<file path="src/hw/rtl/fbc_pkg.sv">
// ----------------------------------------------------------------------------
// fbc_pkg: shared types and constants for the frustum box cull block
// Opcodes, item kinds, the queue entry and the datapath widths.
// ----------------------------------------------------------------------------
package fbc_pkg;

  localparam int unsigned DATA_W      = 32;
  localparam int unsigned EXT_W       = 31;
  localparam int unsigned FRAC_W      = 16;
  localparam int unsigned MAT_DEPTH   = 16;
  localparam int unsigned MAT_IDX_W   = $clog2(MAT_DEPTH);
  localparam int unsigned MAT_COLS    = 4;
  localparam int unsigned COL_W       = $clog2(MAT_COLS);
  localparam int unsigned NUM_AXES    = 3;
  localparam int unsigned NUM_PLANES  = 6;
  localparam int unsigned PL_W        = $clog2(NUM_PLANES);
  localparam int unsigned PLANE_W     = DATA_W + 1;
  localparam int unsigned SUM_W       = DATA_W + 2;
  localparam int unsigned ACC_W       = 68;
  localparam int unsigned QUEUE_DEPTH = 2;
  localparam int unsigned QPTR_W      = $clog2(QUEUE_DEPTH);
  localparam int unsigned QCNT_W      = $clog2(QUEUE_DEPTH + 1);

  localparam logic OP_LOAD = 1'b0;
  localparam logic OP_TEST = 1'b1;

  localparam logic [COL_W-1:0] ROW_W   = COL_W'(3);
  localparam logic [COL_W-1:0] COL_D   = COL_W'(3);
  localparam logic [PL_W-1:0]  PLANE_Z = PL_W'(4);

  typedef enum logic [1:0] {
    KIND_LOAD,
    KIND_TEST,
    KIND_PASS
  } kind_e;

  typedef struct packed {
    kind_e                               kind;
    logic [MAT_IDX_W-1:0]                index;
    logic [DATA_W-1:0]                   value;
    logic [NUM_AXES-1:0][SUM_W-1:0]      cpe;
    logic [NUM_AXES-1:0][SUM_W-1:0]      cme;
  } cmd_t;

endpackage

</file>
<file path="src/hw/rtl/fbc_queue.sv">
// ----------------------------------------------------------------------------
// fbc_queue: command queue
// Short first-in first-out store between the classifier and the cull engine.
// ----------------------------------------------------------------------------
module fbc_queue import fbc_pkg::*; (
  input  logic clk_i,
  input  logic rst_ni,
  input  logic push_valid_i,
  output logic push_ready_o,
  input  cmd_t push_cmd_i,
  output logic pop_valid_o,
  input  logic pop_ready_i,
  output cmd_t pop_cmd_o
);

  cmd_t              mem_q [QUEUE_DEPTH];
  logic [QPTR_W-1:0] wr_ptr_q, wr_ptr_d;
  logic [QPTR_W-1:0] rd_ptr_q, rd_ptr_d;
  logic [QCNT_W-1:0] count_q, count_d;
  logic              push, pop;

  assign push_ready_o = (count_q != QCNT_W'(QUEUE_DEPTH));
  assign pop_valid_o  = (count_q != '0);
  assign pop_cmd_o    = mem_q[rd_ptr_q];
  assign push         = push_valid_i && push_ready_o;
  assign pop          = pop_valid_o && pop_ready_i;

  always_comb begin
    wr_ptr_d = push ? wr_ptr_q + QPTR_W'(1) : wr_ptr_q;
    rd_ptr_d = pop  ? rd_ptr_q + QPTR_W'(1) : rd_ptr_q;
    count_d  = count_q + QCNT_W'(push) - QCNT_W'(pop);
  end

  always_ff @(posedge clk_i or negedge rst_ni) begin
    if (!rst_ni) begin
      wr_ptr_q <= '0;
      rd_ptr_q <= '0;
      count_q  <= '0;
    end else begin
      wr_ptr_q <= wr_ptr_d;
      rd_ptr_q <= rd_ptr_d;
      count_q  <= count_d;
    end
  end

  always_ff @(posedge clk_i) begin
    if (push) begin
      mem_q[wr_ptr_q] <= push_cmd_i;
    end
  end

`ifndef SYNTHESIS
  a_count_range: assert property (@(posedge clk_i) disable iff (!rst_ni)
    count_q <= QCNT_W'(QUEUE_DEPTH))
    else $error("queue count beyond depth");
  a_count_grow: assert property (@(posedge clk_i) disable iff (!rst_ni)
    (push && !pop) |=> (count_q == $past(count_q) + QCNT_W'(1)))
    else $error("queue count did not grow on push");
  a_ptr_gap: assert property (@(posedge clk_i) disable iff (!rst_ni)
    (count_q == '0 || count_q == QCNT_W'(QUEUE_DEPTH)) |-> (wr_ptr_q == rd_ptr_q))
    else $error("queue pointers out of step with count");
`endif

endmodule

</file>
<file path="config.mk">
export PLATFORM = sky130hd
export DESIGN_NAME = fbc_queue
export DESIGN_NICKNAME = d
export VERILOG_FILES = /design/src/hw/rtl/fbc_pkg.sv /design/src/hw/rtl/fbc_queue.sv
export SDC_FILE = /design/constraint.sdc
export NUM_CORES = 1
export LEC_CHECK = 0
export ABC_AREA = 1
export BUFFER_PORTS_ARGS = -buffer_cell sky130_fd_sc_hd__buf_2
export CORE_MARGIN = 3
export CORE_UTILIZATION = 40
export DETAILED_ROUTE_END_ITERATION = 6
export PLACE_DENSITY = 0.67
export SKIP_CTS_REPAIR_TIMING = 1
export SYNTH_ARGS = -nofsm -noshare
export SYNTH_HDL_FRONTEND = slang
export SYNTH_SLANG_ARGS = --single-unit
</file>
<file path="constraint.sdc">
create_clock -name clk_i -period 33.8 [get_ports clk_i]
set_input_delay 6.76 -clock clk_i [delete_from_list [all_inputs] [get_ports clk_i]]
set_output_delay 6.76 -clock clk_i [all_outputs]
set_load 0.02 [all_outputs]
</file>
==> impl_metrics.yaml <==
worst_setup_path:
  cp.required_ns: 27.04
  critPathKind: "reg -> out"
  critPathMostFrequentCell: "nand2_1"
  crit_path_end_kind: "output port"
  crit_chain: "inv_6 > buf_4 > nand2_1 > nand2_1 > buf_2"
  cpLargestDelayFamily: "buffers and inverters"
  start_kind: "register"
  cp_slowest_cell: "buf_4"
  r2r_cells: 5
  cp.buffers_inverters: 3
  cp_max_fo: 88
  critPathMaxStageDelay_ns: 0.80
  critical_path_depth: 5
  worstPathArrival_ns: 3.30
drt:
  ant_nets: 0
  avgRoutedWirePerCell_um: 17.61
  dr.pass1.iters: 5
  finalWirelength_mm: 42.64
  route.vias.total: 11260
  vias_per_cell: 4.649
  drc: 0
  drtIter0Drc: 774
sta:
  relSlewSlack_pct: 31.27
  slew_viol_final: 0
  max_freq_ghz: 0.09937
  finClkSkew_ns: 0.01347
  hold_viol_final: 0
  tns_ns: 0
  rsz0062_at_grt: "false"
  timing.final.crit_share_pct: 29.77
  whs_ns: 0.5714
  fin_crit_ns: 10.06
  setup_viol: 0
  tightestPinTransition_ns: 1.031
global_route:
  grt_use_met1_pct: 21.06
  antenna_found_initial: 19
  use_met3_pct: 7.275
  grt_max_degree: 93
  grt_pass1_vias: 11290
  grt-ovfl-total: 0
  gr-usage-met2_pct: 29.24
  track_usage_pct: 17.52
  grt-busiest-layer: "met2"
  grt_pass1_wl_mm: 63.81
die:
  start_util_pct: 40.94
  die_x_um: 217.4
  io_pins: 490
  die_area_um2: 47250
  fp-row-count: 76
  die_h_um: 217.4
  core_um2: 43650
yosys:
  muxShareOfSynthArea_pct: 0
  synth_top_area_share_pct: 81.33
  synth_simple_gate_area_share_pct: 15.60
  async_flop_share_pct: 0.8197
  synth.area.top_cells: "edfxtp_1, nand2_1, buf_6"
  synth_seq_area_share_pct: 81.89
  synth_fp_nets: 1542
  synth.distinct_cells: 15
  synth-xor-area-share_pct: 0.04901
  synth-edff-count: 484
  synth_top_family_by_area: "simple AND/OR/NAND/NOR gates"
  synth_area_leader_cell: "edfxtp_1"
  mappedNetlistArea_um2: 17870
  syn_inst: 1295
  synth_compound_area_share_pct: 0.05601
  avgSynthCellArea_um2: 13.80
  ys_ff_latch: 488
  synth_ff_type: "edfxtp_1"
  synthAdderAreaFrac_pct: 0.07001
  synth_most_common_cell: "nand2_1"
  yosys_warnings: 0
  synthTopCellsByCount: "nand2_1, edfxtp_1, buf_2, buf_6, inv_1"
place:
  placed_cells: 2328
  io_buffer_count: 489
  place.gp.congestion: 0.8779
  dpl.hpwl_mm: 28.33
  place_area_um2: 20780
pwr:
  combinationalPowerShare_pct: 34.6
  ir_worst_vdd_mv: 0.05072
  power.switching_mw: 0.8026
  cell_internal_pwr_mw: 1.323
  leakagePower_nw: 9.554
  seqPwrFrac_pct: 40.9
  pwr-share-clk_pct: 24.5
  swShare_pct: 37.75
  p_per_area_nw_per_um2: 95.19
layout:
  drive_gt1_share_pct: 31.27
  stdcell_count: 2421
  nFillCells: 3721
  layout.nets: 2042
  design_area_um2: 22340
  syn_to_final_growth_pct: 24.98
worst_hold_path:
  min_path_type: "reg -> reg"
  holdPathStages: 1
clock_network:
  clk_pin_slew_ns: 0.06
  numCtsBuffers: 50
  cts_buffer_depth: 3
  cts_tree: "yes"
  cts_sinks: 488
  clkLatencyLatePin_ns: 0.57
  cts-root-buf: "clkbuf_16"
  htree_levels: 2
run:
  max_cap_viol_count: 0
outcome:
  status: "complete, no violations"
[layer usage]
| metal | vias to the layer above | routed length [um] |
|---|---|---|
| met4 | 26 | 1005 |
| met5 | - | 173 |
| met3 | 92 | 4461 |
| li1 | 5395 | - |
| met2 | 412 | 20640 |
| met1 | 5331 | 16370 |
[cell families (layout without fill, tap and decap cells)]
logic type,count (synthesis),count (layout)
compound gates,2,2
flops,488,488
buf+inv,61,595
simple gates,742,742
other cells,0,7
fa+ha+maj,1,1
xor+xnor,1,1
[through the flow]
stage | power, mW | setup WS (ns) | util [%]
final | 2.126 | 23.74 | 51.17
after global routing | 2.247 | 23.44 | 51.14
after CTS | 2.156 | 23.66 | 51.13
after detailed placement | 1.630 | 24.30 | 47.60
after global placement | 1.621 | 24.33 | 47.60
after floorplan | 1.419 | 16.03 | -
[worst reg2reg max path, stage by stage, from the launching register on]
cell and delay, ns:
dfrtp_1 0.42, nand2_1 0.15, nand2_1 0.19, nor2_4 0.14, buf_4 0.68, buf_4 0.96
[cells in the final DEF (no fill, tap or decap), types with 2 or more instances in the layout]
cell type and count:
nor2_1 3, clkinv_1 11, buf_4 12, nand2_1 735
inv_6 2, dfrtp_1 3, edfxtp_1 484, clkbuf_16 51
nand3_1 2, inv_1 7, nor2_4 2, diode_2 7
clkinv_2 8, bufinv_16 4, clkbuf_1 8, buf_2 489
clkinv_4 2
[registers in the layout, indices dropped and copies added (netlist names)]
name	flops
mem_q	484
count_q	2
rd_ptr_q	1
wr_ptr_q	1
[worst paths after layout]
path,slack (ns),start,endpoint
setup / recovery,23.74,rd_ptr_q,pop_cmd_o[135]
hold / removal,0.57,count_q[0],count_q[0]
setup reg to reg,30.85,count_q[1],mem_q[0][24]
hold reg to reg,0.57,count_q[0],count_q[0]
max in group asynchronous,27.67,rst_ni,rd_ptr_q
min in group asynchronous,5.99,rst_ni,rd_ptr_q
[power by group through the flow]
stage               combinational (mW)  clock, mW  sequential [mW]
floorplan                        0.498          0            0.921
global placement                 0.743          0            0.878
detailed placement               0.747          0            0.883
CTS                              0.750      0.535            0.871
global route                     0.804      0.560            0.882
finish                           0.736      0.521            0.869
[cell type report]
type | instances | area (um^2) | area share [%]
Antenna cell | 7 | 17.52 | 0.07843
Clock buffer | 59 | 1306 | 5.848
Clock inverter | 27 | 235.2 | 1.053
Inverter | 8 | 35.03 | 0.1569
Multi-Input combinational cell | 746 | 2834 | 12.69
Sequential cell | 488 | 14640 | 65.54
Tap cell | 585 | 732.0 | 3.277
Timing Repair Buffer | 501 | 2537 | 11.36
Power figures use the tool's default switching activity.
