$ cat config.mk
export PLATFORM = sky130hd
export DESIGN_NAME = fbc_front
export DESIGN_NICKNAME = d
export VERILOG_FILES = /design/src/hw/rtl/fbc_pkg.sv /design/src/hw/rtl/fbc_front.sv
export SDC_FILE = /design/constraint.sdc
export NUM_CORES = 1
export LEC_CHECK = 0
export BUFFER_PORTS_ARGS = -buffer_cell sky130_fd_sc_hd__buf_2
export CELL_PAD_IN_SITES_DETAIL_PLACEMENT = 0
export CELL_PAD_IN_SITES_GLOBAL_PLACEMENT = 1
export CORE_MARGIN = 2
export CORE_UTILIZATION = 31
export DETAILED_ROUTE_END_ITERATION = 7
export GPL_TIMING_DRIVEN = 0
export PLACE_DENSITY_LB_ADDON = 0.1
export SLEW_MARGIN = 10
export SYNTH_ARGS = -nofsm -noshare
export SYNTH_HDL_FRONTEND = slang
export SYNTH_SLANG_ARGS = --single-unit
$ cat constraint.sdc
create_clock -name vclk -period 2.9
set_input_delay 0.29 -clock vclk [all_inputs]
set_output_delay 0.29 -clock vclk [all_outputs]
set_load 0.02 [all_outputs]
$ cat src/hw/rtl/fbc_pkg.sv
// ----------------------------------------------------------------------------
// fbc_pkg: shared types and constants for the frustum box cull block
// Opcodes, item kinds, the queue entry and the datapath widths.
// ----------------------------------------------------------------------------
package fbc_pkg;

  localparam int unsigned DATA_W      = 32;
  localparam int unsigned EXT_W       = 31;
  localparam int unsigned FRAC_W      = 16;
  localparam int unsigned MAT_DEPTH   = 16;
  localparam int unsigned MAT_IDX_W   = $clog2(MAT_DEPTH);
  localparam int unsigned MAT_COLS    = 4;
  localparam int unsigned COL_W       = $clog2(MAT_COLS);
  localparam int unsigned NUM_AXES    = 3;
  localparam int unsigned NUM_PLANES  = 6;
  localparam int unsigned PL_W        = $clog2(NUM_PLANES);
  localparam int unsigned PLANE_W     = DATA_W + 1;
  localparam int unsigned SUM_W       = DATA_W + 2;
  localparam int unsigned ACC_W       = 68;
  localparam int unsigned QUEUE_DEPTH = 2;
  localparam int unsigned QPTR_W      = $clog2(QUEUE_DEPTH);
  localparam int unsigned QCNT_W      = $clog2(QUEUE_DEPTH + 1);

  localparam logic OP_LOAD = 1'b0;
  localparam logic OP_TEST = 1'b1;

  localparam logic [COL_W-1:0] ROW_W   = COL_W'(3);
  localparam logic [COL_W-1:0] COL_D   = COL_W'(3);
  localparam logic [PL_W-1:0]  PLANE_Z = PL_W'(4);

  typedef enum logic [1:0] {
    KIND_LOAD,
    KIND_TEST,
    KIND_PASS
  } kind_e;

  typedef struct packed {
    kind_e                               kind;
    logic [MAT_IDX_W-1:0]                index;
    logic [DATA_W-1:0]                   value;
    logic [NUM_AXES-1:0][SUM_W-1:0]      cpe;
    logic [NUM_AXES-1:0][SUM_W-1:0]      cme;
  } cmd_t;

endpackage

$ cat src/hw/rtl/fbc_front.sv
// ----------------------------------------------------------------------------
// fbc_front: input classifier
// Sorts each beat into load, test or pass and folds the box into c+e and c-e.
// ----------------------------------------------------------------------------
module fbc_front import fbc_pkg::*; (
  input  logic                     in_valid_i,
  output logic                     in_ready_o,
  input  logic                     opcode_i,
  input  logic [MAT_IDX_W-1:0]     element_index_i,
  input  logic signed [DATA_W-1:0] element_value_i,
  input  logic signed [DATA_W-1:0] center_x_i,
  input  logic signed [DATA_W-1:0] center_y_i,
  input  logic signed [DATA_W-1:0] center_z_i,
  input  logic [EXT_W-1:0]         extent_x_i,
  input  logic [EXT_W-1:0]         extent_y_i,
  input  logic [EXT_W-1:0]         extent_z_i,
  input  logic                     bounds_valid_i,
  output logic                     push_valid_o,
  input  logic                     push_ready_i,
  output cmd_t                     push_cmd_o
);

  logic signed [NUM_AXES-1:0][DATA_W-1:0] center;
  logic        [NUM_AXES-1:0][EXT_W-1:0]  extent;

  assign center = {center_z_i, center_y_i, center_x_i};
  assign extent = {extent_z_i, extent_y_i, extent_x_i};

  assign in_ready_o   = push_ready_i;
  assign push_valid_o = in_valid_i;

  always_comb begin
    push_cmd_o       = '0;
    push_cmd_o.index = element_index_i;
    push_cmd_o.value = element_value_i;
    priority if (opcode_i == OP_LOAD) begin
      push_cmd_o.kind = KIND_LOAD;
    end else if (!bounds_valid_i) begin
      push_cmd_o.kind = KIND_PASS;
    end else begin
      push_cmd_o.kind = KIND_TEST;
    end
    for (int i = 0; i < NUM_AXES; i++) begin
      push_cmd_o.cpe[i] = SUM_W'($signed(center[i])) + {{(SUM_W-EXT_W){1'b0}}, extent[i]};
      push_cmd_o.cme[i] = SUM_W'($signed(center[i])) - {{(SUM_W-EXT_W){1'b0}}, extent[i]};
    end
  end

endmodule

==> results.yml <==
power_and_ir_drop:
  p_int_mw: 2.387
  power.density_cell_area_nw_per_um2: 311.9
  cellLeakagePower_nw: 8.297
  swShare: 0.5692
  ir_drop_mv: 0.2129
  part_of_the_power_in_registers: 0
  total_switching_power_mw: 3.154
  pwr-share-comb: 1.000
  pwr-share-clk: 0
global_route:
  antenna_violations_before_repair: 18
  grt.total_usage: 0.2337
  global_route_wire_length_before_repair_mm: 68.41
  pin_count_of_the_biggest_net_entering_global_routing: 12
  grt_remaining_overflow: 0
  first_global_vias: 13142
logic_synthesis:
  dominant_combinational_cell_family_by_area_after_synthesis: "compound AO/OA/AOI/OAI gates"
  synth_compound_gate_area_share: 0.3154
  syn_area_um2: 10550
  synth.distinct_cells: 79
  adder_cell_fraction_of_synth_area: 0.2320
  synth-seq-area-share: 0
  synthesis.nets: 1998
  muxShareOfSynthArea: 0
  synth.yosys.warnings: 0
  postSynthCellCount: 1577
  post_synth.cell_area_avg_um2: 6.689
  xor_xnor_fraction_of_synth_area: 0.1420
  synth-simple-area-share: 0.1774
status:
  violated_checks: "setup timing"
  status: "complete, but fails checks"
worst_setup_path:
  cp_max_fo: 3
  end_point_of_the_critical_path: "push_cmd_o[33]"
  cp-end-kind: "output port"
  crit_arrival_ns: 2.99
  cp-start-kind: "primary input"
  timing.setup.critical_path_class: "primary input to output port"
  worst-endpoint-required_ns: 2.61
  crit_path_start: "center_x_i[0]"
routing:
  vias_per_cell: 5.141
  remaining_drc_errors: 0
  finalWirelength_mm: 44.84
  routedWlPerCell_um: 17.35
  remaining_antenna_violation_count: 0
  via_count: 13289
  detail_route.first_pass.iterations: 5
  dr.first_iter.drc_count: 621
timing:
  clock.fmax_mhz: 304.9
  min_period_ns: 3.279
  setup-tns-final_ns: -9.326
  setup_violations: 63
  setup_ws_ns: -0.3793
  hold_violations: 0
  drv_slew: 0
  worst_slew_margin_rel: 0.5845
  timing.hold.ws_ns: 0.7970
  transition_time_of_the_tightest_slew_check_pin_ns: 0.6233
  layout_worst_path_cycle_share: 1.131
  grt_setup_unrepaired: "true"
floorplanning:
  die_x_um: 188.5
  top_level_port_count: 473
  num_rows: 67
  dieArea_um2: 35520
  start_util: 0.3146
  floorplan.die.height_um: 188.5
  core_area_um2: 33530
placement:
  dp_hpwl_mm: 35.68
  numPortBuffers: 435
  gpl.final_weighted_congestion: 0.8939
final_layout:
  ff_latch_area_um2: 0
  final.fill_count: 3332
  multiInputGateArea_um2: 11670
  drive_gt1_frac: 0.4854
  final.clkbuf_count: 0
  layout-area-overhead-vs-synth_pct: 68.38
  nNetsFinal: 2547
  design.seq.count: 0
flow_run:
  drv.max_cap_violation_count: 0
hold_path:
  min-delay-path-class: "primary input to output port"
  min_from: "element_value_i[16]"
clock_tree:
  holdBufCountCts: 0
[timing repair]
| item | CTS | global route |
|---|---|---|
| pin swaps | 157 | 153 |
| hold endpoints to repair | 0 | 0 |
| resized for setup | 525 | 231 |
| endpoints found under the setup margin | 106 | 97 |
| buffers inserted | 101 | 53 |
[placed cells by master (no fill, tap or decap), drive strengths merged, types with 13 or more instances in the layout]
| cell | n |
|---|---|
| a31oi | 24 |
| buf | 644 |
| o21bai | 35 |
| nor3 | 30 |
| a211oi | 18 |
| nand3 | 25 |
| nand2 | 56 |
| xnor2 | 160 |
| nand2b | 25 |
| nor4 | 17 |
| o31ai | 23 |
| ha | 186 |
| o21a | 17 |
| nor2b | 26 |
| a21oi | 183 |
| diode | 13 |
| clkbuf | 22 |
| a21o | 34 |
| inv | 194 |
| o21ai | 73 |
| nor2 | 161 |
[stage by stage]
stage	total power, mW	area [um2]	utilization	cells	setup WS (ns)
2_1_floorplan	2.820	10730	-	1577	-0.03005
3_3_place_gp	4.175	13470	0.4017	2460	-0.8932
3_5_place_dp	4.169	13470	0.4017	2460	-0.8915
4_1_cts	5.114	16510	0.4924	2542	-0.3745
5_1_grt	5.905	17760	0.5296	2583	-0.4629
6_report	5.541	17760	0.5297	2585	-0.3793
[routing by layer]
layer  vias to the layer above  global-route usage  wire length [um]
met5                         -                   0                78
met4                        12             0.06430              1274
met3                        76             0.02850              2292
met2                       396              0.4129             21690
met1                      6266              0.2979             19510
li1                       6539                   -                 -
[power groups by stage]
stage,Clock (mW),Combinational [mW],Sequential [mW]
after floorplan,0,2.82,0
after global placement,0,4.17,0
after detailed placement,0,4.17,0
after CTS,0,5.11,0
after global routing,0.000000508,5.90,0
final,0.000000601,5.54,0
[worst max-delay path, stage by stage]
cell,delay [ns]
sky130_fd_sc_hd__buf_8,0.09
sky130_fd_sc_hd__inv_8,0.03
sky130_fd_sc_hd__ha_4,0.15
sky130_fd_sc_hd__fa_2,0.36
sky130_fd_sc_hd__nand2b_4,0.17
sky130_fd_sc_hd__a211oi_4,0.29
sky130_fd_sc_hd__o31ai_4,0.11
sky130_fd_sc_hd__a31oi_2,0.22
sky130_fd_sc_hd__o21ai_2,0.09
sky130_fd_sc_hd__a21oi_2,0.21
sky130_fd_sc_hd__a21o_1,0.19
sky130_fd_sc_hd__nand2_1,0.07
sky130_fd_sc_hd__a311o_1,0.45
sky130_fd_sc_hd__buf_6,0.15
sky130_fd_sc_hd__buf_6,0.12
[area by class of cell]
type               count  share of cell area
plain buffers         85             0.03649
well taps            448             0.03156
diodes                13            0.001832
repair buffers       581              0.2270
inverters            200             0.04600
multi-input cells   1258              0.6571
[cells by family (layout without fill, tap and decap cells)]
family          Yosys count  count (layout)
compound gates          504             504
xor+xnor                171             171
fa+ha+maj               192             192
buf+inv                 319             866
other cells               0              13
simple gates            391             391
[cell usage after synthesis, types with 7 or more instances]
master,instances,area [um2]
sky130_fd_sc_hd__xor2_1,11,96.34
sky130_fd_sc_hd__nor2_1,161,604.3
sky130_fd_sc_hd__ha_1,186,2327
sky130_fd_sc_hd__o21ai_1,8,40.04
sky130_fd_sc_hd__buf_2,19,95.09
sky130_fd_sc_hd__nor4_1,17,106.4
sky130_fd_sc_hd__buf_4,48,360.4
sky130_fd_sc_hd__clkbuf_1,47,176.4
sky130_fd_sc_hd__o211ai_1,7,52.55
sky130_fd_sc_hd__o21bai_1,35,262.8
sky130_fd_sc_hd__a31oi_1,24,150.1
sky130_fd_sc_hd__nand2_1,56,210.2
sky130_fd_sc_hd__xnor2_1,160,1401
sky130_fd_sc_hd__or2_2,9,56.30
sky130_fd_sc_hd__o21ai_0,64,320.3
sky130_fd_sc_hd__a211oi_1,17,127.6
sky130_fd_sc_hd__nor2b_1,26,162.7
sky130_fd_sc_hd__nand3_1,25,125.1
sky130_fd_sc_hd__nor3_1,28,140.1
sky130_fd_sc_hd__nand4_1,8,50.05
sky130_fd_sc_hd__inv_1,192,720.7
sky130_fd_sc_hd__o21a_1,17,127.6
sky130_fd_sc_hd__nand2b_1,25,156.4
sky130_fd_sc_hd__and3_1,7,43.79
sky130_fd_sc_hd__a21o_1,34,255.2
sky130_fd_sc_hd__o31ai_1,21,157.7
sky130_fd_sc_hd__or3_1,7,43.79
sky130_fd_sc_hd__a21oi_1,181,905.9
[worst min-delay path by stage]
stage                            endpoint  depth (start not counted)
after floorplan           push_cmd_o[241]                          1
after global routing      push_cmd_o[236]                          2
after CTS                    push_valid_o                          2
after detailed placement     push_valid_o                          2
after global placement    push_cmd_o[223]                          2
final                     push_cmd_o[220]                          2
Power figures use the tool's default switching activity.
