===== src/hw/rtl/fbc_pkg.sv =====
// ----------------------------------------------------------------------------
// fbc_pkg: shared types and constants for the frustum box cull block
// Opcodes, item kinds, the queue entry and the datapath widths.
// ----------------------------------------------------------------------------
package fbc_pkg;

  localparam int unsigned DATA_W      = 32;
  localparam int unsigned EXT_W       = 31;
  localparam int unsigned FRAC_W      = 16;
  localparam int unsigned MAT_DEPTH   = 16;
  localparam int unsigned MAT_IDX_W   = $clog2(MAT_DEPTH);
  localparam int unsigned MAT_COLS    = 4;
  localparam int unsigned COL_W       = $clog2(MAT_COLS);
  localparam int unsigned NUM_AXES    = 3;
  localparam int unsigned NUM_PLANES  = 6;
  localparam int unsigned PL_W        = $clog2(NUM_PLANES);
  localparam int unsigned PLANE_W     = DATA_W + 1;
  localparam int unsigned SUM_W       = DATA_W + 2;
  localparam int unsigned ACC_W       = 68;
  localparam int unsigned QUEUE_DEPTH = 2;
  localparam int unsigned QPTR_W      = $clog2(QUEUE_DEPTH);
  localparam int unsigned QCNT_W      = $clog2(QUEUE_DEPTH + 1);

  localparam logic OP_LOAD = 1'b0;
  localparam logic OP_TEST = 1'b1;

  localparam logic [COL_W-1:0] ROW_W   = COL_W'(3);
  localparam logic [COL_W-1:0] COL_D   = COL_W'(3);
  localparam logic [PL_W-1:0]  PLANE_Z = PL_W'(4);

  typedef enum logic [1:0] {
    KIND_LOAD,
    KIND_TEST,
    KIND_PASS
  } kind_e;

  typedef struct packed {
    kind_e                               kind;
    logic [MAT_IDX_W-1:0]                index;
    logic [DATA_W-1:0]                   value;
    logic [NUM_AXES-1:0][SUM_W-1:0]      cpe;
    logic [NUM_AXES-1:0][SUM_W-1:0]      cme;
  } cmd_t;

endpackage


===== src/hw/rtl/fbc_back.sv =====
// ----------------------------------------------------------------------------
// fbc_back: cull engine
// Holds the matrix, runs each valid box through six planes on one shared multiplier.
// ----------------------------------------------------------------------------
module fbc_back import fbc_pkg::*; (
  input  logic clk_i,
  input  logic rst_ni,
  input  logic q_valid_i,
  output logic q_ready_o,
  input  cmd_t q_cmd_i,
  output logic out_valid_o,
  input  logic out_ready_i,
  output logic visible_o
);

  typedef enum logic [1:0] {
    ST_IDLE,
    ST_ISSUE,
    ST_DRAIN,
    ST_DONE
  } state_e;

  state_e state_q;

  logic [DATA_W-1:0] mat_q [MAT_DEPTH];

  logic [NUM_AXES-1:0][SUM_W-1:0] cpe_q, cme_q;
  logic [PL_W-1:0]  pl_q;
  logic [COL_W-1:0] k_q;
  logic             vis_q;
  logic             out_valid_q, visible_q;

  logic                       s1_vld_q, s1_first_q, s1_last_q, s1_final_q, s1_nz_q;
  logic signed [PLANE_W-1:0]  s1_n_q, s1_d_q;
  logic signed [SUM_W-1:0]    s1_a_q;

  logic                       s2_vld_q, s2_first_q, s2_last_q, s2_final_q, s2_nz_q;
  logic signed [PLANE_W-1:0]  s2_d_q;
  logic signed [ACC_W-1:0]    s2_prod_q;

  logic signed [ACC_W-1:0]    acc_q, acc_base, acc_new;
  logic                       nz_q, nz_new;

  logic                       out_free, pop, issue, last_issue, cull, out_set;
  logic [COL_W-1:0]           row_sel;
  logic                       sub, zero_w;
  logic signed [PLANE_W-1:0]  wk, rk, wd, rd, n, d;

  assign out_free   = !out_valid_q || out_ready_i;
  assign pop        = (state_q == ST_IDLE) && q_valid_i &&
                      (q_cmd_i.kind != KIND_PASS || out_free);
  assign q_ready_o  = pop;
  assign issue      = (state_q == ST_ISSUE);
  assign last_issue = issue && (pl_q == PL_W'(NUM_PLANES - 1)) &&
                      (k_q == COL_W'(NUM_AXES - 1));
  assign out_set    = (pop && q_cmd_i.kind == KIND_PASS) ||
                      (state_q == ST_DONE && out_free);

  // form one plane component and the plane offset
  always_comb begin
    row_sel = COL_W'(pl_q >> 1);
    sub     = pl_q[0];
    zero_w  = (pl_q == PLANE_Z);
    wk      = PLANE_W'($signed(mat_q[{ROW_W, k_q}]));
    rk      = PLANE_W'($signed(mat_q[{row_sel, k_q}]));
    wd      = PLANE_W'($signed(mat_q[{ROW_W, COL_D}]));
    rd      = PLANE_W'($signed(mat_q[{row_sel, COL_D}]));
    n       = sub ? (wk - rk) : ((zero_w ? '0 : wk) + rk);
    d       = sub ? (wd - rd) : ((zero_w ? '0 : wd) + rd);
  end

  always_comb begin
    acc_base = s2_first_q ? (ACC_W'(s2_d_q) <<< FRAC_W) : acc_q;
    acc_new  = acc_base + s2_prod_q;
    nz_new   = (s2_first_q ? 1'b0 : nz_q) | s2_nz_q;
    cull     = s2_vld_q && s2_last_q && nz_new && acc_new[ACC_W-1];
  end

  always_ff @(posedge clk_i or negedge rst_ni) begin
    if (!rst_ni) begin
      state_q     <= ST_IDLE;
      pl_q        <= '0;
      k_q         <= '0;
      vis_q       <= 1'b1;
      out_valid_q <= 1'b0;
      visible_q   <= 1'b0;
      s1_vld_q    <= 1'b0;
      s2_vld_q    <= 1'b0;
    end else begin
      s1_vld_q <= issue;
      s2_vld_q <= s1_vld_q;
      if (out_set) begin
        out_valid_q <= 1'b1;
      end else if (out_ready_i) begin
        out_valid_q <= 1'b0;
      end
      if (cull) begin
        vis_q <= 1'b0;
      end
      unique case (state_q)
        ST_IDLE: begin
          if (pop) begin
            unique case (q_cmd_i.kind)
              KIND_PASS: begin
                visible_q <= 1'b1;
              end
              KIND_TEST: begin
                state_q <= ST_ISSUE;
                pl_q    <= '0;
                k_q     <= '0;
                vis_q   <= 1'b1;
              end
              default: ;
            endcase
          end
        end
        ST_ISSUE: begin
          if (k_q == COL_W'(NUM_AXES - 1)) begin
            k_q  <= '0;
            pl_q <= pl_q + PL_W'(1);
          end else begin
            k_q <= k_q + COL_W'(1);
          end
          if (last_issue) begin
            state_q <= ST_DRAIN;
          end
        end
        ST_DRAIN: begin
          if (s2_vld_q && s2_final_q) begin
            state_q <= ST_DONE;
          end
        end
        ST_DONE: begin
          if (out_free) begin
            visible_q <= vis_q;
            state_q   <= ST_IDLE;
          end
        end
        default: state_q <= ST_IDLE;
      endcase
    end
  end

  always_ff @(posedge clk_i or negedge rst_ni) begin
    if (!rst_ni) begin
      for (int i = 0; i < MAT_DEPTH; i++) begin
        mat_q[i] <= '0;
      end
    end else if (pop && q_cmd_i.kind == KIND_LOAD) begin
      mat_q[q_cmd_i.index] <= q_cmd_i.value;
    end
  end

  always_ff @(posedge clk_i) begin
    if (pop && q_cmd_i.kind == KIND_TEST) begin
      cpe_q <= q_cmd_i.cpe;
      cme_q <= q_cmd_i.cme;
    end
    // stage 1: plane component, signed box term
    s1_n_q     <= n;
    s1_d_q     <= d;
    s1_a_q     <= n[PLANE_W-1] ? $signed(cme_q[k_q]) : $signed(cpe_q[k_q]);
    s1_nz_q    <= (n != '0);
    s1_first_q <= (k_q == '0);
    s1_last_q  <= (k_q == COL_W'(NUM_AXES - 1));
    s1_final_q <= last_issue;
    // stage 2: product
    s2_prod_q  <= ACC_W'(s1_n_q) * ACC_W'(s1_a_q);
    s2_d_q     <= s1_d_q;
    s2_nz_q    <= s1_nz_q;
    s2_first_q <= s1_first_q;
    s2_last_q  <= s1_last_q;
    s2_final_q <= s1_final_q;
    // stage 3: accumulate
    if (s2_vld_q) begin
      acc_q <= acc_new;
      nz_q  <= nz_new;
    end
  end

  assign out_valid_o = out_valid_q;
  assign visible_o   = visible_q;

`ifndef SYNTHESIS
  a_pipe_busy: assert property (@(posedge clk_i) disable iff (!rst_ni)
    (s1_vld_q || s2_vld_q) |-> (state_q == ST_ISSUE || state_q == ST_DRAIN))
    else $error("plane pipeline active outside a box test");
  a_final_last: assert property (@(posedge clk_i) disable iff (!rst_ni)
    (s2_vld_q && s2_final_q) |-> s2_last_q)
    else $error("final step is not the last axis of a plane");
  a_done_out: assert property (@(posedge clk_i) disable iff (!rst_ni)
    (state_q == ST_DONE && out_free) |=> (out_valid_o && state_q == ST_IDLE))
    else $error("finished box produced no result");
  a_plane_range: assert property (@(posedge clk_i) disable iff (!rst_ni)
    (state_q == ST_ISSUE) |-> (pl_q < PL_W'(NUM_PLANES)))
    else $error("plane counter out of range");
`endif

endmodule


===== config.mk =====
export PLATFORM = sky130hd
export DESIGN_NAME = fbc_back
export DESIGN_NICKNAME = d
export VERILOG_FILES = /design/src/hw/rtl/fbc_pkg.sv /design/src/hw/rtl/fbc_back.sv
export SDC_FILE = /design/constraint.sdc
export NUM_CORES = 2
export LEC_CHECK = 0
export ABC_AREA = 1
export BUFFER_PORTS_ARGS = -buffer_cell sky130_fd_sc_hd__buf_2
export CAP_MARGIN = 40
export CORE_MARGIN = 2
export CORE_UTILIZATION = 40
export CTS_CLUSTER_SIZE = 24
export DETAILED_ROUTE_END_ITERATION = 10
export PLACE_DENSITY = 0.62
export SYNTH_ARGS = -nofsm -noshare
export SYNTH_HDL_FRONTEND = slang
export SYNTH_SLANG_ARGS = --single-unit
export TNS_END_PERCENT = 1

===== constraint.sdc =====
create_clock -name clk_i -period 7.5 [get_ports clk_i]
set_input_delay 0.75 -clock clk_i [delete_from_list [all_inputs] [get_ports clk_i]]
set_output_delay 0.75 -clock clk_i [all_outputs]
set_load 0.01 [all_outputs]

==> flow_summary_export.csv <==
group,metric,value,unit
sta,rsz0062_at_grt,"true",
flow_run,cap_viol_max_count,0,
placed_design,dp_hpwl,212900,um
hold_path,hold_path_class,"primary input to flop",
cts,clkLatencyLatePin,780,ps
yosys,synth.ff_latch_count,1005,
yosys,synth_compound_area_share,12.46,%
final_layout,nFillCells,22950,
detailed_routing,wl_per_cell,18.98,um
yosys,syn_area,0.09303,mm^2
yosys,async_flop_share,52.14,%
critical_path,crit_type,"flop to flop",
global_route,track_usage,23.52,%
yosys,synth_mux_area_share,0.4102,%
sta,hold_ws,143.1,ps
yosys,synth_top_area_share,25.41,%
critical_path,cp.arrival,8000,ps
cts,cts_max_path_buffers,3,
sta,tightest_slew,956.6,ps
placed_design,dpl_cell_area,0.09881,mm^2
final_layout,final_area,0.1028,mm^2
yosys,netlist-cell-type-count,64,
cts,cts_tree,"yes",
sta,period_needed,7399,ps
yosys,synth_cells,11420,
run_status,outcome,"finished, final reports clean",
yosys,avgSynthCellArea,8.149,um^2
detailed_routing,via_per_inst,5.109,
die,coreArea,0.2319,mm^2
global_route,first_global_vias,74750,
critical_path,cp_max_fo,33,
critical_path,rr_startpoint,"s1_a_q[16]",
yosys,synth_common_cells,"inv_1, nand2_1, fa_1, o21ai_0, a21oi_1",
yosys,synth-adder-area-share,31.07,%
placed_design,numPortBuffers,248,
yosys,synth_top_family_by_area,"adder cells",
yosys,yosysWarnings,0,
yosys,synth_edf_count,273,
die,fp.dieW,486.3,um
global_route,grt-ovfl-total,0,
yosys,synthFlopType,"dfrtp_1",
detailed_routing,initialDrtViolationCount,6643,
cts,cts_inserted_buffers,106,
sta,finalHoldViolations,0,
sta,finalMaxSlewViolations,0,
detailed_routing,drtPass1Iterations,6,
yosys,synthTopCellsByArea,"fa_1, dfrtp_1, inv_1",
detailed_routing,drc_errors,0,
hold_path,hp-start,"q_cmd_i[115]",
sta,max_freq,135.2,MHz
detailed_routing,wl,276700,um
final_layout,area_growth,10.47,%
yosys,synth_xor_area_share,1.544,%
yosys,synth_most_common_cell,"inv_1",
sta,period_share,98.65,%
placed_design,routabilityCongestion,0.9584,
final_layout,final_core_util,44.32,%
global_route,antenna_found_initial,17,
yosys,syn-num-nets,13270,
die,die_area,0.2365,mm^2
cts,clock_sinks,1005,
sta,fin_skew,114.8,ps
die,row_count,177,
critical_path,cp-end-kind,"flop",
yosys,synth_top_cell_by_area,"fa_1",
critical_path,worstSetupStartpoint,"s1_a_q[16]",
yosys,yosysSeqAreaShare,27.38,%
global_route,grt_max_degree,165,
final_layout,drive_gt1_share,6.827,%
cts,htreeDepth,3,
critical_path,cp-start-kind,"flop",
detailed_routing,ant_nets,0,
sta,slew_headroom,36.22,%
cts,cts-root-buf,"clkbuf_16",
yosys,synth_simple_gate_area_share,13.94,%
cts,cts.clk_slew.worst_paths,70,ps
critical_path,cp.required,8100,ps
die,ios,249,
final_layout,nNetsFinal,13290,
global_route,grt_pass1_wl,435500,um
die,die_y,486.3,um
sta,setup_viol,0,
sta,tns,0,ps
die,start_util,40.12,%
detailed_routing,num_vias,74470,
metrics by stage:
| stage | cells | setup slack [ps] |
|---|---|---|
| after floorplan | 11420 | 14.68 |
| after global placement | 14350 | -189.8 |
| after detailed placement | 14370 | -208.6 |
| after CTS | 14570 | -16.25 |
| after global routing | 14570 | -121.3 |
| final | 14580 | 101.0 |
final timing paths:
| path | depth (start not counted) | end | slack [ps] |
|---|---|---|---|
| max reg2reg | 25 | s2_prod_q[46] | 100 |
| min reg2reg | 0 | s2_nz_q | 320 |
| min in group asynchronous | 2 | mat_q[434] | 520 |
| max | 25 | s2_prod_q[46] | 100 |
| max in group asynchronous | 3 | k_q[0] | 5510 |
| min | 1 | cpe_q[13] | 140 |
cell type report:
| class | count | area [um^2] | share of cell area, % |
|---|---|---|---|
| Tap cell | 3043 | 3807 | 3.705 |
| Sequential cell | 1005 | 25490 | 24.80 |
| Clock inverter | 50 | 752.0 | 0.7317 |
| Antenna cell | 6 | 15.01 | 0.01461 |
| Clock buffer | 146 | 3005 | 2.924 |
| Inverter | 2678 | 10070 | 9.798 |
| Multi-Input combinational cell | 7163 | 55470 | 53.98 |
| Timing Repair Buffer | 485 | 4159 | 4.047 |
critical path, cell delays in order, from the launching register on:
cell      delay [ps]
dfxtp_1          350
buf_12           220
nand2_1          130
fa_1             530
fa_1             540
fa_1             550
inv_1             50
fa_1             510
inv_1             60
fa_1             520
inv_1             70
fa_1             460
fa_1             550
inv_1             60
fa_1             480
inv_1             40
ha_1             350
a21oi_2          230
o21ai_1          170
a21oi_2          290
a21boi_1         230
o21ai_2          110
buf_4            160
a21boi_2         230
o21ai_1          130
xor2_1           170
state kept, by name, indices dropped and copies added, names as in the netlist, 2 cells and up:
signal,cells
mat_q,512
acc_q,68
state_q,2
s2_prod_q,67
cpe_q,102
cme_q,102
s1_d_q,33
pl_q,3
s1_n_q,33
s2_d_q,33
k_q,2
s1_a_q,34
logic make-up (layout without fill, tap and decap cells):
logic type                 Yosys count  after routing
AOI/OAI and AO/OA                 2071           2071
and+or+nand+nor                   3292           3292
buffers and inverters             3249           3359
muxes                               34             34
DFF                               1005           1005
other                                0              6
adders and majority gates         1602           1602
xor gates and xnor gates           164            164
layer usage:
layer	up-vias	part of all wire [%]	GRT usage [%]
li1	34950	-	-
met1	36660	43	32.38
met2	2456	47	38.64
met3	396	6.9	3.295
met4	12	2.8	6.682
met5	-	0.058	0.2654
layout by cell type, fill, tap and decap left out, drive strengths merged, types with 79 or more instances in the layout:
master / instances
xor2: 101
o21ai: 903
fa: 1181
dfrtp: 523
a31oi: 79
nand3: 139
dfxtp: 208
nor2: 608
buf: 483
ha: 421
edfxtp: 273
inv: 2682
nand2: 2413
a21oi: 734
clkbuf: 147
what timing repair did:
item / 4_1_cts / 5_1_grt
endpoints found under the setup margin: 4 / 27
cloned: 0 / 1
hold buffers: 1 / 0
setup buffers: 0 / 4
gates resized for setup: 4 / 45
pin swaps: 0 / 4
hold endpoints to repair: 67 / 0
Power is left out: the tool's default activity adds up to more than one toggle a clock period on the data nets, which glitch-free logic cannot reach.
